===== src/sv/hrlp_pkg.sv =====
// shared types, codes and match tables for the http request line parser
`default_nettype none

package hrlp_pkg;

    // parse phase of the current line
    typedef enum logic [1:0] {
        PH_METHOD  = 2'd0,
        PH_TARGET  = 2'd1,
        PH_VERSION = 2'd2,
        PH_AFTER   = 2'd3
    } phase_t;

    // tag of one output character
    typedef enum logic [1:0] {
        KIND_DISCARD = 2'd0,
        KIND_PATH    = 2'd1,
        KIND_QUERY   = 2'd2
    } kind_t;

    // verdict codes on the final character
    typedef enum logic [2:0] {
        ST_OK          = 3'd0,
        ST_BAD_METHOD  = 3'd1,
        ST_BAD_TARGET  = 3'd2,
        ST_BAD_VERSION = 3'd3,
        ST_QUOTE       = 3'd4
    } status_t;

    // bit positions in the error flag word
    localparam int unsigned ERR_METHOD  = 0;
    localparam int unsigned ERR_TARGET  = 1;
    localparam int unsigned ERR_VERSION = 2;
    localparam int unsigned ERR_QUOTE   = 3;

    localparam int unsigned ERR_W = 4;
    localparam int unsigned POS_W = 4;

    localparam logic [POS_W-1:0] POS_MAX     = 4'd15;
    localparam logic [POS_W-1:0] METHOD_LEN  = 4'd3;
    localparam logic [POS_W-1:0] VERSION_LEN = 4'd8;

    // character constants
    localparam logic [7:0] CH_SPACE = 8'h20;
    localparam logic [7:0] CH_SLASH = 8'h2F;
    localparam logic [7:0] CH_QMARK = 8'h3F;
    localparam logic [7:0] CH_QUOTE = 8'h22;

    // one input transaction
    typedef struct packed {
        logic [7:0] in_byte;
        logic       end_of_line;
    } req_item_t;

    // one result transaction
    typedef struct packed {
        logic [7:0] out_byte;
        logic [1:0] out_kind;
        logic       line_done;
        logic [2:0] status;
    } res_item_t;

    // parser state visible to the top level
    typedef struct packed {
        phase_t           phase;
        logic [POS_W-1:0] match_position;
    } core_state_t;

    // expected method character at a position
    function automatic logic [7:0] method_char(input logic [1:0] pos);
        logic [7:0] ch;
        case (pos)
            2'd0:    ch = 8'h47; // G
            2'd1:    ch = 8'h45; // E
            2'd2:    ch = 8'h54; // T
            default: ch = 8'h00;
        endcase
        return ch;
    endfunction

    // expected version character at a position
    function automatic logic [7:0] version_char(input logic [2:0] pos);
        logic [7:0] ch;
        case (pos)
            3'd0:    ch = 8'h48; // H
            3'd1:    ch = 8'h54; // T
            3'd2:    ch = 8'h54; // T
            3'd3:    ch = 8'h50; // P
            3'd4:    ch = 8'h2F; // /
            3'd5:    ch = 8'h31; // 1
            3'd6:    ch = 8'h2E; // .
            default: ch = 8'h31; // 1
        endcase
        return ch;
    endfunction

    // saturating position increment
    function automatic logic [POS_W-1:0] bump(input logic [POS_W-1:0] pos);
        return (pos < POS_MAX) ? pos + 1'b1 : POS_MAX;
    endfunction

endpackage

`default_nettype wire


===== src/sv/http_request_line_parser.sv =====
// http request line parser top level: input register, parse core, result register
//
// Usage: characters of one request line enter on the req channel, one per
// transaction, with end_of_line set on the final character. Each character
// yields exactly one transaction on the res channel that passes the byte
// through and tags it as discarded, path or query. The result of the final
// character carries line_done and the verdict in status; the parser then
// starts the next line from its reset state.
// Both channels are valid/stall: a transaction moves when valid is high and
// stall is low at a rising clock edge.
// The accepting edge loads the input register; an advancing edge later moves the parsed
// transaction into the result register, raising res_valid.
// Throughput is one character per cycle while res_stall is low, set by the parse state
// update between the two registers.
// When res_stall is held, the result register keeps its transaction, the input
// register fills, and req_stall rises; no transaction is dropped or repeated.
// rst_n is asynchronous and active low: it empties both registers and returns
// the parser to the start of a line.
`default_nettype none

module http_request_line_parser (
    input  wire                  clk,
    input  wire                  rst_n,
    input  wire                  req_valid,
    output logic                 req_stall,
    input  hrlp_pkg::req_item_t  req_data,
    output logic                 res_valid,
    input  wire                  res_stall,
    output hrlp_pkg::res_item_t  res_data
);
    import hrlp_pkg::*;

    logic         in_valid_reg, in_valid_next;
    req_item_t    in_data_reg;
    logic         out_valid_reg, out_valid_next;
    res_item_t    out_data_reg;
    logic         advance;
    res_item_t    core_result;
    core_state_t  core_state;

    // stage transfer and back pressure
    assign advance   = in_valid_reg && (!out_valid_reg || !res_stall);
    assign req_stall = in_valid_reg && !advance;

    assign in_valid_next  = req_stall ? 1'b1 : req_valid;
    assign out_valid_next = advance ? 1'b1 : (out_valid_reg && res_stall);

    // valid flags
    always_ff @(posedge clk or negedge rst_n)
    begin
        if (!rst_n)
        begin
            in_valid_reg  <= 1'b0;
            out_valid_reg <= 1'b0;
        end
        else
        begin
            in_valid_reg  <= in_valid_next;
            out_valid_reg <= out_valid_next;
        end
    end

    // payload registers
    always_ff @(posedge clk)
    begin
        if (req_valid && !req_stall)
            in_data_reg <= req_data;
        if (advance)
            out_data_reg <= core_result;
    end

    hrlp_parse_core u_core (
        .clk     (clk),
        .rst_n   (rst_n),
        .advance (advance),
        .item    (in_data_reg),
        .result  (core_result),
        .state   (core_state)
    );

    assign res_valid = out_valid_reg;
    assign res_data  = out_data_reg;

    // checks
    a_stall_only_when_full: assert property (@(posedge clk) disable iff (!rst_n)
        req_stall |-> in_valid_reg && out_valid_reg && res_stall)
        else $error("req_stall without a held transaction");

    a_status_only_on_done: assert property (@(posedge clk) disable iff (!rst_n)
        res_valid && !res_data.line_done |-> res_data.status == ST_OK)
        else $error("status set on a transaction that is not line end");

    a_reset_after_line: assert property (@(posedge clk) disable iff (!rst_n)
        advance && in_data_reg.end_of_line |=>
            core_state.phase == PH_METHOD && core_state.match_position == '0)
        else $error("parser did not return to line start");

    a_kind_legal: assert property (@(posedge clk) disable iff (!rst_n)
        res_valid |-> res_data.out_kind != 2'd3)
        else $error("illegal out_kind");

endmodule

`default_nettype wire


===== src/sv/hrlp_parse_core.sv =====
// per-character parse state machine and result logic
`default_nettype none

module hrlp_parse_core (
    input  wire                     clk,
    input  wire                     rst_n,
    input  wire                     advance,
    input  hrlp_pkg::req_item_t     item,
    output hrlp_pkg::res_item_t     result,
    output hrlp_pkg::core_state_t   state
);
    import hrlp_pkg::*;

    phase_t            phase_reg, phase_next;
    logic [POS_W-1:0]  pos_reg, pos_next;
    logic [ERR_W-1:0]  err_reg, err_next;
    logic              in_query_reg, in_query_next;
    logic              started_reg, started_next;

    logic [7:0]        c;
    kind_t             kind;
    status_t           verdict;
    logic [ERR_W-1:0]  final_flags;

    assign c = item.in_byte;

    // state registers, updated once per transaction
    always_ff @(posedge clk or negedge rst_n)
    begin
        if (!rst_n)
        begin
            phase_reg    <= PH_METHOD;
            pos_reg      <= '0;
            err_reg      <= '0;
            in_query_reg <= 1'b0;
            started_reg  <= 1'b0;
        end
        else if (advance)
        begin
            phase_reg    <= phase_next;
            pos_reg      <= pos_next;
            err_reg      <= err_next;
            in_query_reg <= in_query_next;
            started_reg  <= started_next;
        end
    end

    // next state, tag and verdict for the current character
    always_comb
    begin
        phase_next    = phase_reg;
        pos_next      = pos_reg;
        err_next      = err_reg;
        in_query_next = in_query_reg;
        started_next  = started_reg;
        kind          = KIND_DISCARD;
        verdict       = ST_OK;
        final_flags   = '0;

        unique case (phase_reg)
            PH_METHOD:
            begin
                if (c == CH_SPACE)
                begin
                    if (pos_reg != METHOD_LEN)
                        err_next[ERR_METHOD] = 1'b1;
                    phase_next = PH_TARGET;
                    pos_next   = '0;
                end
                else
                begin
                    if (pos_reg >= METHOD_LEN || c != method_char(pos_reg[1:0]))
                        err_next[ERR_METHOD] = 1'b1;
                    pos_next = bump(pos_reg);
                end
            end
            PH_TARGET:
            begin
                if (!started_reg)
                begin
                    started_next = 1'b1;
                    if (c != CH_SLASH)
                        err_next[ERR_TARGET] = 1'b1;
                end
                if (c == CH_SPACE)
                begin
                    phase_next = PH_VERSION;
                    pos_next   = '0;
                end
                else if (in_query_reg)
                    kind = KIND_QUERY;
                else if (c == CH_QMARK)
                    in_query_next = 1'b1;
                else
                begin
                    kind = KIND_PATH;
                    if (c == CH_QUOTE)
                        err_next[ERR_QUOTE] = 1'b1;
                end
            end
            PH_VERSION:
            begin
                if (pos_reg >= VERSION_LEN || c != version_char(pos_reg[2:0]))
                    err_next[ERR_VERSION] = 1'b1;
                pos_next = bump(pos_reg);
                if (pos_next >= VERSION_LEN)
                    phase_next = PH_AFTER;
            end
            PH_AFTER:
            begin
                err_next[ERR_VERSION] = 1'b1;
            end
            default:
            begin
                err_next[ERR_VERSION] = 1'b1;
            end
        endcase

        // verdict on the final character, then back to the start of a line
        if (item.end_of_line)
        begin
            final_flags = err_next;
            if (phase_next == PH_METHOD)
            begin
                if (pos_next != METHOD_LEN)
                    final_flags[ERR_METHOD] = 1'b1;
                else
                    final_flags[ERR_TARGET] = 1'b1;
            end
            else if (phase_next == PH_TARGET)
            begin
                if (!started_next)
                    final_flags[ERR_TARGET] = 1'b1;
                final_flags[ERR_VERSION] = 1'b1;
            end
            else if (phase_next == PH_VERSION)
                final_flags[ERR_VERSION] = 1'b1;

            if (final_flags[ERR_METHOD])
                verdict = ST_BAD_METHOD;
            else if (final_flags[ERR_TARGET])
                verdict = ST_BAD_TARGET;
            else if (final_flags[ERR_VERSION])
                verdict = ST_BAD_VERSION;
            else if (final_flags[ERR_QUOTE])
                verdict = ST_QUOTE;
            else
                verdict = ST_OK;

            phase_next    = PH_METHOD;
            pos_next      = '0;
            err_next      = '0;
            in_query_next = 1'b0;
            started_next  = 1'b0;
        end
    end

    // result fields
    assign result.out_byte  = c;
    assign result.out_kind  = kind;
    assign result.line_done = item.end_of_line;
    assign result.status    = verdict;

    assign state.phase          = phase_reg;
    assign state.match_position = pos_reg;

endmodule

`default_nettype wire


===== config.mk =====
export PLATFORM = sky130hd
export DESIGN_NAME = http_request_line_parser
export DESIGN_NICKNAME = d
export VERILOG_FILES = /design/src/sv/hrlp_pkg.sv /design/src/sv/http_request_line_parser.sv /design/src/sv/hrlp_parse_core.sv
export SDC_FILE = /design/constraint.sdc
export NUM_CORES = 1
export LEC_CHECK = 0
export ABC_AREA = 0
export BUFFER_PORTS_ARGS = -buffer_cell sky130_fd_sc_hd__buf_2
export CAP_MARGIN = 20
export CELL_PAD_IN_SITES_DETAIL_PLACEMENT = 1
export CELL_PAD_IN_SITES_GLOBAL_PLACEMENT = 1
export CORE_MARGIN = 2
export CORE_UTILIZATION = 44
export DETAILED_ROUTE_END_ITERATION = 8
export PLACE_DENSITY = 0.82
export SYNTH_ARGS = -nofsm -noshare
export SYNTH_HDL_FRONTEND = slang
export SYNTH_SLANG_ARGS = --single-unit

===== constraint.sdc =====
create_clock -name clk -period 2.9 [get_ports clk]
set_clock_uncertainty 0.1 [all_clocks]
set_input_delay 0.145 -clock clk [delete_from_list [all_inputs] [get_ports clk]]
set_output_delay 0.145 -clock clk [all_outputs]
set_load 0.005 [all_outputs]

==> reports/results.md <==
| Quantity | This run | Unit |
| --- | --- | --- |
| Instance area at placement | 2250 | sq um |
| Number of inserted diodes | 0 | - |
| Result of the run | finished, final reports clean | - |
| Final hold vios | 0 | - |
| DP Cell Count | 271 | - |
| Leading post-synthesis cells by cell area | sky130_fd_sc_hd__edfxtp_1, sky130_fd_sc_hd__dfrtp_1, sky130_fd_sc_hd__ha_1 | - |
| Top_reg_cell synth | sky130_fd_sc_hd__edfxtp_1 | - |
| Setup_tns | 0 | ns |
| Cts bufs inserted | 5 | - |
| Average instance area after synthesis | 10.6 | sq um |
| Highest ir drop seen on vdd | 0.284 | mV |
| Number of synthesized flops with an enable pin | 23 | - |
| CP delay by family, top | compound AO/OA/AOI/OAI gates | - |
| Synth Instances | 194 | - |
| Min-Delay Path Depth | 3 | - |
| Standard-cell row count | 24 | - |
| Number of sinks handled by clock tree synthesis | 37 | - |
| Most used cell along the critical path | sky130_fd_sc_hd__ha_1 | - |
| Number of antenna violations at the first check in global routing | 0 | - |
| Number of buffers added on ports | 28 | - |
| Fraction of final layout cells with drive strength greater than 1 | 0.231 | - |
| Total congestion overflow after global routing | 0 | - |
| Max Fclk | 0.379 | GHz |
| CTS tree | built | - |
| Buffers and inverters on the worst path | 0 | - |
| Worst path cell trace | ha_1 > ha_1 > or3b_1 > a211o_1 > o211ai_1 > o21a_1 > o31ai_1 | - |
| Maximum level of the CTS H-tree | 2 | - |
| Worst Path Class, Setup | register to register | - |
| Area inside the core boundary | 4410 | sq um |
| Reported max-cap violation count | 0 | - |
| Post-detailed-route via-to-cell ratio | 5.72 | - |
| Worst Setup Start Kind | register | - |
| Number of failing setup endpoints in the final timing report | 0 | - |
| Worst reg2reg path startpoint | u_core.pos_reg[0]$_DFFE_PN0P_ | - |
| Area leader, netlist | sky130_fd_sc_hd__edfxtp_1 | - |
| I/O Pins | 29 | - |
| Leakage power figure | 1.01 | nW |
| Detailed-placement wirelength estimate | 3530 | um |
| Area Growth Syn to Fin | 19.8 | % |
| Cell Pwr Density | 602 | nW/um^2 |
| R2R Setup Slk | 0.26 | ns |
| Worst R2R Path Depth | 7 | - |
| Min cycle time layout | 2.64 | ns |
| Yosys reg bits | 37 | - |
| Unrepaired setup endpoints after global routing | no | - |
| Crit path max fanout | 6 | - |
| Slew margin rel. | 0.590 | - |
| Endpoint of the lowest-slack register-to-register path | res_data[0]$_SDFFCE_PN0P_ | - |
| Die Footprint | 5230 | sq um |
| Filler Cell Count | 494 | - |
| Share of flip-flops with an asynchronous set or reset after synthesis | 0.378 | - |
| Standard cell with the maximum stage delay on the critical path | sky130_fd_sc_hd__dfrtp_1 | - |
| Area share of the leading cell type in the synthesized netlist | 0.337 | - |
| Commonest cells post-synth | sky130_fd_sc_hd__edfxtp_1, sky130_fd_sc_hd__nor2_1, sky130_fd_sc_hd__dfrtp_1, sky130_fd_sc_hd__inv_1 | - |
| Post-DRT Antenna Nets | 0 | - |
| Count of synthesis-stage warnings from yosys | 0 | - |
| Critical Path Sink Type | register | - |
| Overall routed net length | 4900 | um |
| Worst setup slack after placement | 0.292 | ns |
| Worst hold endpoint | res_valid$_DFF_PN0_ | - |
| Buffer levels on the longest clock path | 2 | - |
| Maximum number of pins on one net before global-route repair | 17 | - |
| Number of global-route vias before repair | 1,704 | - |
| Period Utilization, post-route | 0.909 | - |
| Final routed wire length divided by cell count | 16.9 | um |
| Post-synthesis cell type count | 60 | - |
| Die boundary width | 72.3 | um |
| Clock edge transition at the registers on the reported setup and hold paths | 0.07 | ns |
| Worst path arrival time | 2.56 | ns |
| First-pass iteration count of the detailed router | 4 | - |
| Global-route wire length before repair | 8180 | um |
| Layout net count | 257 | - |
| Overall routing resource usage | 0.201 | - |
| Startpoint of the most critical hold path | res_stall | - |
| Cell area after layout | 2460 | sq um |
| Top-count cell post-synth | sky130_fd_sc_hd__edfxtp_1 | - |
| Chip height | 72.3 | um |
| Slew at the pin with the worst max-slew slack | 0.615 | ns |
| GPL Wtd Cong | 0.886 | - |
| Number of instances resized during post-cts repair | 0 | - |
| Remaining DRCs | 0 | - |
| Mapped cell area | 2050 | sq um |
| Number of flip-flops in the largest register | 14 | - |
| Final Max Slew Viols | 0 | - |
| Starting density of the core | 0.465 | - |
| Final setup margin | 0.264 | ns |
| Library cell used as clock root buffer | sky130_fd_sc_hd__clkbuf_8 | - |
| Syn Nets | 214 | - |
| Clock Latency Late Sink | 0.28 | ns |
| Non-Filler Instances | 290 | - |
| Required time at the endpoint of the critical path | 2.82 | ns |
| Initial DRC Count | 72 | - |
| Vias after detailed routing | 1,659 | - |
| Peak per-stage delay on the critical path | 0.43 | ns |
| Sequential share of the synthesized area | 0.507 | - |
| Class of the most critical hold timing path | input pin to register | - |
what timing repair did:
action,4_1_cts,5_1_grt
setup buffers,0,0
hold buffers,11,0
endpoints found under the hold margin,24,0
final cells by class:
cell class | instances | area (sq um) | share of cell area
flip-flops and latches | 37 | 1040 | 0.423
multi-input cells | 135 | 911 | 0.370
repair buffers | 44 | 288 | 0.117
clock buffers | 7 | 96.3 | 0.0392
well taps | 52 | 65.1 | 0.0265
inverters | 14 | 52.6 | 0.0214
clock inverters | 1 | 5.00 | 0.00204
logic make-up (layout without fill, tap and decap cells):
group | after synthesis | count (layout) | share of synthesized area
compound gates | 55 | 55 | 0.196
xor+xnor | 2 | 2 | 0.00854
fa+ha+maj | 7 | 7 | 0.0427
buf+inv | 22 | 66 | 0.0488
flops | 37 | 37 | 0.507
mux | 1 | 1 | 0.00488
simple gates | 70 | 70 | 0.191
power breakdown:
group / switching, W / internal, W
clock network: 0.000176 / 0.000215
registers: 0.0000348 / 0.000607
logic: 0.000251 / 0.000195
total: 0.000462 / 0.00102
metal layers:
layer  up-vias  part of all wire  GRT usage
met2        31              0.49      0.325
met3         4             0.030     0.0458
met4         0            0.0096     0.0482
met5         -                 0          0
met1       820              0.47      0.276
li1        804                 -          -
through the flow:
stage	power [W]	util	hold WS, ns
6_report	0.00148	0.557	0.0296
5_1_grt	0.00156	0.557	0.0426
4_1_cts	0.00149	0.557	0.0202
3_5_place_dp	0.00108	0.509	-0.0391
3_3_place_gp	0.00107	0.509	-0.0348
2_1_floorplan	0.000958	-	-0.251
worst reg2reg max path: stages (launching register included):
cell                       delay (ns)
sky130_fd_sc_hd__dfrtp_1         0.43
sky130_fd_sc_hd__ha_1            0.28
sky130_fd_sc_hd__ha_1            0.31
sky130_fd_sc_hd__or3b_1          0.37
sky130_fd_sc_hd__a211o_1         0.32
sky130_fd_sc_hd__o211ai_1        0.33
sky130_fd_sc_hd__o21a_1          0.18
sky130_fd_sc_hd__o31ai_1         0.07
how the worst max path moves through the flow:
stage | startpoint | to | cells past startpoint
5_1_grt | u_core.pos_reg[0]$_DFFE_PN0P_ | res_data[2]$_SDFFCE_PP0P_ | 9
3_5_place_dp | u_core.pos_reg[0]$_DFFE_PN0P_ | res_data[0]$_SDFFCE_PN0P_ | 7
2_1_floorplan | u_core.pos_reg[0]$_DFFE_PN0P_ | res_data[0]$_SDFFCE_PN0P_ | 7
3_3_place_gp | u_core.pos_reg[0]$_DFFE_PN0P_ | res_data[0]$_SDFFCE_PN0P_ | 7
6_report | u_core.pos_reg[0]$_DFFE_PN0P_ | res_data[0]$_SDFFCE_PN0P_ | 7
4_1_cts | u_core.pos_reg[0]$_DFFE_PN0P_ | res_data[2]$_SDFFCE_PP0P_ | 9
cells in the final DEF, fill, tap and decap left out, types with 2 or more instances in the layout:
cell type,instances
sky130_fd_sc_hd__a211oi_1,3
sky130_fd_sc_hd__o21ai_0,6
sky130_fd_sc_hd__xor2_1,2
sky130_fd_sc_hd__nand3_1,4
sky130_fd_sc_hd__a31oi_1,2
sky130_fd_sc_hd__inv_1,14
sky130_fd_sc_hd__clkbuf_8,7
sky130_fd_sc_hd__nor3_1,5
sky130_fd_sc_hd__or2_2,3
sky130_fd_sc_hd__o22ai_1,2
sky130_fd_sc_hd__dfrtp_1,14
sky130_fd_sc_hd__nor2_1,21
sky130_fd_sc_hd__a21oi_1,13
sky130_fd_sc_hd__dlygate4sd3_1,11
sky130_fd_sc_hd__edfxtp_1,23
sky130_fd_sc_hd__ha_1,7
sky130_fd_sc_hd__nor4_2,2
sky130_fd_sc_hd__o21ai_1,2
sky130_fd_sc_hd__o22a_1,2
sky130_fd_sc_hd__nor3b_1,2
sky130_fd_sc_hd__buf_2,28
sky130_fd_sc_hd__nand2_1,13
sky130_fd_sc_hd__o211ai_1,3
sky130_fd_sc_hd__nand2b_1,6
sky130_fd_sc_hd__o31ai_1,2
sky130_fd_sc_hd__buf_4,5
(Power assumes the default switching activity.)
